File: src/rtl/lsd_radix_sort_permutation_assert.svh
// ----------------------------------------------------------------------------
// LSD radix sort permutation: assertion macros
// Clocked on clk_i and disabled while rst_ni is low.
// ----------------------------------------------------------------------------
`ifndef LSD_RADIX_SORT_PERMUTATION_ASSERT_SVH
`define LSD_RADIX_SORT_PERMUTATION_ASSERT_SVH
`ifndef ASSERT_OFF
// same-cycle property
`define LRSP_ASSERT(lbl, prop, msg) \
  lbl: assert property (@(posedge clk_i) disable iff (!rst_ni) (prop)) else $error(msg);
// antecedent this cycle, consequent next cycle
`define LRSP_ASSERT_NEXT(lbl, ante, cons, msg) \
  lbl: assert property (@(posedge clk_i) disable iff (!rst_ni) (ante) |=> (cons)) else $error(msg);
`else
`define LRSP_ASSERT(lbl, prop, msg)
`define LRSP_ASSERT_NEXT(lbl, ante, cons, msg)
`endif
`endif

File: src/rtl/lrsp_pkg.sv
// ----------------------------------------------------------------------------
// lrsp_pkg
// Shared constants, datapath opcodes and control/status structs.
// ----------------------------------------------------------------------------
package lrsp_pkg;

  localparam int MAX_STRINGS   = 64;
  localparam int MAX_LENGTH    = 64;
  localparam int ALPHABET_SIZE = 26;

  localparam int DATA_W   = 7;                          // config and index fields
  localparam int ORDER_W  = $clog2(MAX_STRINGS);        // string number
  localparam int ROW_W    = $clog2(MAX_LENGTH);         // character position
  localparam int CNT_W    = $clog2(MAX_STRINGS + 1);    // letter count
  localparam int LETTER_W = $clog2(ALPHABET_SIZE);
  localparam int CFG_IDX_W = 2;
  localparam int LETTER_DEPTH = MAX_STRINGS * MAX_LENGTH;

  localparam logic [DATA_W-1:0] CODE_FIRST = 7'd97;     // 'a'
  localparam logic [DATA_W-1:0] CODE_LAST  = 7'd122;    // 'z'

  localparam logic [CFG_IDX_W-1:0] REG_NUM_STRINGS   = 2'd0;
  localparam logic [CFG_IDX_W-1:0] REG_STRING_LENGTH = 2'd1;
  localparam logic [CFG_IDX_W-1:0] REG_PHASE_COUNT   = 2'd2;

  typedef enum logic [3:0] {
    OP_IDLE    = 4'd0,
    OP_LOAD    = 4'd1,
    OP_CLEAR   = 4'd2,
    OP_LET_RD  = 4'd3,
    OP_COUNT   = 4'd4,
    OP_PREFIX  = 4'd5,
    OP_SCATTER = 4'd6,
    OP_SWAP    = 4'd7,
    OP_OUT_LD  = 4'd8
  } op_e;

  typedef struct packed {
    op_e                 op;
    logic [ORDER_W-1:0]  idx;
    logic [LETTER_W-1:0] alpha;
  } cmd_t;

  typedef struct packed {
    logic [DATA_W-1:0] n_eff;
    logic [DATA_W-1:0] phases;
    logic              load_done;
    logic              out_taken;
  } status_t;

endpackage

File: src/rtl/lrsp_ctrl.sv
// ----------------------------------------------------------------------------
// lrsp_ctrl
// Sequencer: load, per-phase clear/histogram/prefix/scatter/swap, emit.
// ----------------------------------------------------------------------------
`include "lsd_radix_sort_permutation_assert.svh"

module lrsp_ctrl (
  input  logic              clk_i,
  input  logic              rst_ni,
  input  lrsp_pkg::status_t status_i,
  output lrsp_pkg::cmd_t    cmd_o
);

  localparam int DW = lrsp_pkg::DATA_W;
  localparam int OW = lrsp_pkg::ORDER_W;
  localparam int LW = lrsp_pkg::LETTER_W;

  typedef enum logic [12:0] {
    ST_LOAD   = 13'b0000000000001,
    ST_CLEAR  = 13'b0000000000010,
    ST_H_ORD  = 13'b0000000000100,
    ST_H_LET  = 13'b0000000001000,
    ST_H_CNT  = 13'b0000000010000,
    ST_PREFIX = 13'b0000000100000,
    ST_S_ORD  = 13'b0000001000000,
    ST_S_LET  = 13'b0000010000000,
    ST_S_WR   = 13'b0000100000000,
    ST_SWAP   = 13'b0001000000000,
    ST_O_RD   = 13'b0010000000000,
    ST_O_LD   = 13'b0100000000000,
    ST_O_WAIT = 13'b1000000000000
  } state_e;

  state_e        state_q, state_d;
  logic [OW-1:0] idx_q, idx_d;
  logic [LW-1:0] alpha_q, alpha_d;
  logic [DW-1:0] phase_q, phase_d;
  logic          idx_last;

  assign idx_last = (DW'(idx_q) == status_i.n_eff - DW'(1));

  always_comb begin
    state_d = state_q;
    idx_d   = idx_q;
    alpha_d = alpha_q;
    phase_d = phase_q;
    case (state_q)
      ST_LOAD: begin
        if (status_i.load_done) begin
          idx_d   = '0;
          phase_d = '0;
          state_d = (status_i.phases == '0) ? ST_O_RD : ST_CLEAR;
        end
      end
      ST_CLEAR: begin
        idx_d   = '0;
        alpha_d = '0;
        state_d = ST_H_ORD;
      end
      ST_H_ORD: state_d = ST_H_LET;
      ST_H_LET: state_d = ST_H_CNT;
      ST_H_CNT: begin
        if (idx_last) begin
          state_d = ST_PREFIX;
        end else begin
          idx_d   = idx_q + OW'(1);
          state_d = ST_H_ORD;
        end
      end
      ST_PREFIX: begin
        if (alpha_q == LW'(lrsp_pkg::ALPHABET_SIZE - 1)) begin
          idx_d   = OW'(status_i.n_eff - DW'(1));
          state_d = ST_S_ORD;
        end else begin
          alpha_d = alpha_q + LW'(1);
        end
      end
      ST_S_ORD: state_d = ST_S_LET;
      ST_S_LET: state_d = ST_S_WR;
      ST_S_WR: begin
        if (idx_q == '0) begin
          state_d = ST_SWAP;
        end else begin
          idx_d   = idx_q - OW'(1);
          state_d = ST_S_ORD;
        end
      end
      ST_SWAP: begin
        phase_d = phase_q + DW'(1);
        idx_d   = '0;
        state_d = (phase_q + DW'(1) == status_i.phases) ? ST_O_RD : ST_CLEAR;
      end
      ST_O_RD: state_d = ST_O_LD;
      ST_O_LD: state_d = ST_O_WAIT;
      ST_O_WAIT: begin
        if (status_i.out_taken) begin
          if (idx_last) begin
            idx_d   = '0;
            state_d = ST_LOAD;
          end else begin
            idx_d   = idx_q + OW'(1);
            state_d = ST_O_RD;
          end
        end
      end
      default: state_d = ST_LOAD;
    endcase
  end

  always_comb begin
    cmd_o.idx   = idx_q;
    cmd_o.alpha = alpha_q;
    case (state_q)
      ST_LOAD:   cmd_o.op = lrsp_pkg::OP_LOAD;
      ST_CLEAR:  cmd_o.op = lrsp_pkg::OP_CLEAR;
      ST_H_LET:  cmd_o.op = lrsp_pkg::OP_LET_RD;
      ST_H_CNT:  cmd_o.op = lrsp_pkg::OP_COUNT;
      ST_PREFIX: cmd_o.op = lrsp_pkg::OP_PREFIX;
      ST_S_LET:  cmd_o.op = lrsp_pkg::OP_LET_RD;
      ST_S_WR:   cmd_o.op = lrsp_pkg::OP_SCATTER;
      ST_SWAP:   cmd_o.op = lrsp_pkg::OP_SWAP;
      ST_O_LD:   cmd_o.op = lrsp_pkg::OP_OUT_LD;
      default:   cmd_o.op = lrsp_pkg::OP_IDLE;
    endcase
  end

  always_ff @(posedge clk_i or negedge rst_ni) begin
    if (!rst_ni) begin
      state_q <= ST_LOAD;
      idx_q   <= '0;
      alpha_q <= '0;
      phase_q <= '0;
    end else begin
      state_q <= state_d;
      idx_q   <= idx_d;
      alpha_q <= alpha_d;
      phase_q <= phase_d;
    end
  end

  // output handshake only completes while waiting on it
  `LRSP_ASSERT(a_taken_in_wait, !status_i.out_taken || (state_q == ST_O_WAIT), "result taken outside emit wait")
  // a completed set always leaves the load state
  `LRSP_ASSERT_NEXT(a_load_exit, status_i.load_done, state_q != ST_LOAD, "sort did not start after last letter")
  // loop index stays within the string count while sorting or emitting
  `LRSP_ASSERT(a_idx_range, (state_q == ST_LOAD) || (DW'(idx_q) < status_i.n_eff), "string index out of range")

endmodule

File: config.mk
export PLATFORM = sky130hd
export DESIGN_NAME = lrsp_ctrl
export DESIGN_NICKNAME = d
export VERILOG_FILES = /design/src/rtl/lrsp_pkg.sv /design/src/rtl/lrsp_ctrl.sv
export VERILOG_INCLUDE_DIRS = /design/src /design/src/rtl
export SDC_FILE = /design/constraint.sdc
export NUM_CORES = 1
export LEC_CHECK = 0
export ABC_AREA = 1
export ABC_CLOCK_PERIOD_IN_PS = 2200
export BUFFER_PORTS_ARGS = -buffer_cell sky130_fd_sc_hd__buf_2
export CAP_MARGIN = 20
export CORE_AREA = 2 2 72 74
export CTS_CLUSTER_SIZE = 30
export DETAILED_ROUTE_END_ITERATION = 7
export DIE_AREA = 0 0 74 76
export PLACE_DENSITY = 0.72
export SLEW_MARGIN = 15
export SYNTH_ARGS = -nofsm -noshare
export SYNTH_HDL_FRONTEND = slang
export SYNTH_SLANG_ARGS = --single-unit
File: constraint.sdc
create_clock -name clk_i -period 2.2 [get_ports clk_i]
set_input_delay 0.44 -clock clk_i [delete_from_list [all_inputs] [get_ports clk_i]]
set_output_delay 0.44 -clock clk_i [all_outputs]
set_load 0.02 [all_outputs]
# Word-level counts from Yosys, hierarchy flattened

Index checks and enable logic that the tools add are counted.

Register bits: 31
Bits of input ports: 18
Output and inout port bits: 15
Logic and storage cells: 63

Add/sub/neg operators: 5
Equal/unequal tests: 22
Muxes and demuxes: 21
Reductions and logical operators: 11

Operator list:

| kind                   | number |
|---|---|
| $pmux W13 S13          | 1 |
| $mux W6                | 7 |
| $mux W13               | 3 |
| $pmux W6 S6            | 1 |
| $mux W11               | 3 |
| $pmux W4 S8            | 1 |
| $pmux W7 S2            | 1 |
| $eq A13 B1 Y1 const B  | 1 |
| $eq A13 B10 Y1 const B | 1 |
| $eq A13 B11 Y1 const B | 1 |
| $eq A13 B12 Y1 const B | 1 |
| $eq A13 B13 Y1 const B | 1 |
| $eq A13 B2 Y1 const B  | 1 |
| $eq A13 B3 Y1 const B  | 1 |
| $eq A13 B4 Y1 const B  | 1 |
| $eq A13 B5 Y1 const B  | 1 |
| $eq A13 B6 Y1 const B  | 1 |
| $eq A13 B7 Y1 const B  | 1 |
| $eq A13 B8 Y1 const B  | 1 |
| $eq A13 B9 Y1 const B  | 1 |
| $ne A2 B2 Y1 const B   | 6 |
| $mux W10               | 1 |
| $pmux W5 S2            | 1 |
| $add A7 B1 Y7 const B  | 1 |
| 17 further kinds       | 20 |

# Depth between registers and ports, before layout

Word-level depth: 5
Depth in mapped cells: 14
Depth with buffers taken out: 14

# Least setup slack after synthesis

Ideal clock, no wire load.

Path type: input port to flip-flop
From: in status_i[9] (netlist name)
To: reg state_q[10]
Setup time: 0.117 ns
Arrival: 1.721 ns
Slack: 0.362 ns
Stages: 13
Path buffers: 0
Cell sequence: inv_1 > ha_1 > nand2_1 > nand2_1 > nand2_1 > nand2_1 > nand2_1 > nor2_1 > nand3_2 > nand2_1 > o21ai_1 > nor2_1 > nor2_1

Cells in the longest elaborated chain, start to end: 5

RTL lines:

| what                 | line             | source |
|---|---|---|
| from (decl)          | lrsp_ctrl.sv:10  | `input lrsp_pkg::status_t status_i,` |
| $sub A7 B1 Y7        | -                |  |
| $eq A6 B7 Y1         | lrsp_ctrl.sv:40  | `assign idx_last = (DW'(idx_q) == status_i.n_eff - DW'(1));` |
| $mux W11             | lrsp_ctrl.sv:97  | `if (idx_last) begin` |
| $mux W13             | lrsp_ctrl.sv:96  | `if (status_i.out_taken) begin` |
| $pmux W13 S13        | lrsp_ctrl.sv:47  | `case (state_q)` |
| to (signal assigned) | lrsp_ctrl.sv:134 | `state_q <= state_d;` |
| to (decl)            | lrsp_ctrl.sv:34  | `state_e state_q, state_d;` |

No other way between the ends. The select of a mux whose other input is x is not followed.
A chain may end at the register's enable or synchronous reset.

==> insert_results.sql <==
INSERT INTO impl_metrics (metric_group, metric, value, unit) VALUES
('outcome', 'outcome', 'finished with violations', ''),
('outcome', 'violations', 'negative setup slack', ''),
('routing', 'dr.first_iter.drc_count', '181', ''),
('routing', 'wl_per_cell', '13.24', 'um'),
('clock_tree', 'cts-root-to-sink-buffers', '2', ''),
('logic_synthesis', 'synth_area_per_cell', '6.882', 'sq um'),
('critical_path', 'element_type_at_the_critical_path_start', 'register', ''),
('logic_synthesis', 'post_synth_main_area_contributors', 'sky130_fd_sc_hd__dfrtp_1, sky130_fd_sc_hd__nand2_1, sky130_fd_sc_hd__nand3_1', ''),
('critical_path', 'slowest_stage', 'sky130_fd_sc_hd__dfrtp_1', ''),
('routing', 'drc', '0', ''),
('logic_synthesis', 'post_synth_most_frequent_cells', 'sky130_fd_sc_hd__nand2_1, sky130_fd_sc_hd__nand3_1, sky130_fd_sc_hd__inv_1', ''),
('die', 'die-height', '76', 'um'),
('clock_tree', 'clock_sinks', '31', ''),
('logic_synthesis', 'synth-edff-count', '0', ''),
('global_routing', 'grt_first_pass_wirelength', '11260', 'um'),
('placement', 'dp_hpwl', '4813', 'um'),
('logic_synthesis', 'synth_top_flop_cell', 'sky130_fd_sc_hd__dfrtp_1', ''),
('sta', 'period_needed', '2251', 'ps'),
('worst_hold_path', 'holdCritPathClass', 'primary input to asynchronous set/reset pin', ''),
('routing', 'drt.antenna.violating_nets', '0', ''),
('pwr', 'total_leakage_power', '1.758', 'nW'),
('clock_tree', 'cts_tree', 'yes', ''),
('die', 'fp.dieW', '74', 'um'),
('finish', 'area_delta_synth_final', '25.78', '%'),
('die', 'die_area', '5624', 'sq um'),
('sta', 'timing_worst_slew_pin_value', '717.0', 'ps'),
('finish', 'fin_nets', '471', ''),
('placement', 'finalWeightedCongestion', '0.8876', ''),
('critical_path', 'critical_path_arrival', '1810', 'ps'),
('die', 'core_area', '4912', 'sq um'),
('logic_synthesis', 'synth_fp_nets', '402', ''),
('sta', 'fin_tns_setup', '-84.33', 'ps'),
('global_routing', 'grt_start_max_net_pins', '32', ''),
('pwr', 'power_density', '636.0', 'nW/um^2'),
('global_routing', 'antenna_found_initial', '0', ''),
('finish', 'num_antenna_cells', '0', ''),
('critical_path', 'setup.worst_path.end_class', 'output port', ''),
('logic_synthesis', 'synth_seq_cells', '31', ''),
('logic_synthesis', 'synth-async-reset-ratio', '1.000', ''),
('clock_tree', 'ctsRootBufferMaster', 'sky130_fd_sc_hd__clkbuf_8', ''),
('clock_tree', 'cts.reportedPaths.clkPinSlew', '70', 'ps'),
('placement', 'placed_cells', '481', ''),
('sta', 'timing_max_transition_violations_final', '0', ''),
('clock_tree', 'cts-hold-fix-buffers', '0', ''),
('sta', 'max_freq', '444.3', 'MHz'),
('sta', 'fin_worst_skew', '10.64', 'ps'),
('logic_synthesis', 'synth_most_common_cell', 'sky130_fd_sc_hd__nand2_1', ''),
('logic_synthesis', 'number_of_distinct_library_cells_after_synthesis', '35', ''),
('clock_tree', 'worstSkewPairLatency', '300', 'ps'),
('clock_tree', 'htree_num_levels', '2', ''),
('critical_path', 'required', '1760', 'ps'),
('global_routing', 'groute.usage.overall', '0.2520', ''),
('sta', 'rsz0062_at_grt', 'true', ''),
('critical_path', 'critical-path-max-stage-delay', '400', 'ps'),
('placement', 'io_buffer_count', '32', ''),
('die', 'fp-row-count', '26', ''),
('routing', 'total_number_of_vias', '2765', ''),
('sta', 'maxSlewHeadroom', '0.5220', ''),
('pwr', 'max-vdd-ir-drop', '0.6964', 'mV'),
('finish', 'proportion_of_layout_cells_with_a_drive_suffix_above_1', '0.2879', ''),
('flow_run', 'maxCapViolCount', '0', ''),
('global_routing', 'via_count_of_the_first_global_routing_pass', '2613', ''),
('logic_synthesis', 'gate_count_of_the_mapped_netlist', '378', ''),
('routing', 'vias_per_cell', '5.338', ''),
('logic_synthesis', 'mappedNetlistArea', '2601', 'sq um'),
('die', 'floorplan.io_pins', '33', ''),
('sta', 'worst_slack', '-50.59', 'ps'),
('global_routing', 'globalRouteOverflowTotal', '0', ''),
('sta', 'timing.final.setup_violations', '2', ''),
('sta', 'final.period_utilization', '1.023', ''),
('logic_synthesis', 'synthDominantCellAreaShare', '0.2886', '');
[cell type report]
class                   count  area, sq um
clock inverters             2        35.03
fillers                   420         1640
repair buffers             65        431.7
flip-flops and latches     31        780.7
multi-input cells         280         1604
well taps                  70        87.58
clock buffers               6        82.58
inverters                  64        250.2
[cell families after synthesis]
logic type | count (synthesis) | share of synthesized area
XOR/XNOR | 12 | 0.04040
AO/OA/AOI/OAI | 27 | 0.06061
AND/OR/NAND/NOR | 235 | 0.4656
buffers and inverters | 67 | 0.1058
adder cells (fa/ha/maj) | 6 | 0.02886
flip-flops | 31 | 0.2987
[layout by cell type (no fill, tap or decap), drive strengths merged]
cell and count:
clkinv 4, nand4 18, a31oi 1, a22o 1, ha 6, nand2 98
a21oi 6, bufinv 1, nor3b 2, o21ai 11, nor4 3, xnor2 5
nor3 4, nor2 46, nand3 62, inv 61, buf 65, dfrtp 30
xor2 7, clkbuf 6, nand3b 2, dfstp 1, o22ai 8
[where the power goes]
part / switching (mW) / internal [mW] / total [mW] / leakage (nW)
Clock: 0.226 / 0.366 / 0.592 / 0.0612
Combinational: 0.544 / 0.305 / 0.849 / 1.27
Sequential: 0.0361 / 0.604 / 0.640 / 0.424
[state kept, by name, summed over array words and instances (netlist names)]
name / flops
idx_q: 6
state_q: 13
phase_q: 7
alpha_q: 5
[worst paths after layout]
kind,cells past startpoint,slack (ps),start,end
worst min register to register,2,550,phase_q[6]$_DFFE_PN0P_,phase_q[6]$_DFFE_PN0P_
max in group asynchronous,1,1500,rst_ni,state_q[1]$_DFFE_PN0P_
worst min-delay path,1,190,rst_ni,state_q[7]$_DFFE_PN0P_
worst max-delay path,8,-50,state_q[8]$_DFFE_PN0P_,cmd_o[11]
min in group clk_i,3,460,status_i[1],state_q[0]$_DFFE_PN1P_
worst max register to register,13,70,state_q[8]$_DFFE_PN0P_,state_q[6]$_DFFE_PN0P_
[critical path: cells and delay by family (launching register included)]
| kind | cells | cell delay (ps) |
|---|---|---|
| buf+inv | 2 | 250 |
| flops | 1 | 400 |
| simple gates | 6 | 860 |
[layer usage]
| metal | track usage | up-vias | wire length, um | share of wire |
|---|---|---|---|---|
| met5 | 0 | - | 0 | 0 |
| met2 | 0.4295 | 78 | 3442 | 0.50 |
| met1 | 0.3150 | 1301 | 2941 | 0.43 |
| met4 | 0.08545 | 0 | 139 | 0.020 |
| met3 | 0.04365 | 14 | 332 | 0.048 |
| li1 | - | 1372 | - | - |
[metrics by stage]
stage	setup slack (ps)	area [sq um]	power (mW)	util	hold slack [ps]
3_5_place_dp	74.92	2851	1.359	0.5805	527.4
3_3_place_gp	127.2	2851	1.348	0.5805	537.8
5_1_grt	-92.27	3272	2.195	0.6661	246.3
2_1_floorplan	362.3	2601	1.187	-	144.4
6_report	-50.59	3272	2.081	0.6661	189.6
4_1_cts	-7.675	3132	2.005	0.6375	214.5
[timing repair]
item / 4_1_cts / 5_1_grt
setup endpoints to repair: 3 / 5
pin swaps: 10 / 13
resized for setup: 7 / 18
endpoints found under the hold margin: 0 / 0
buffers inserted: 20 / 9
(Power assumes the default switching activity.)
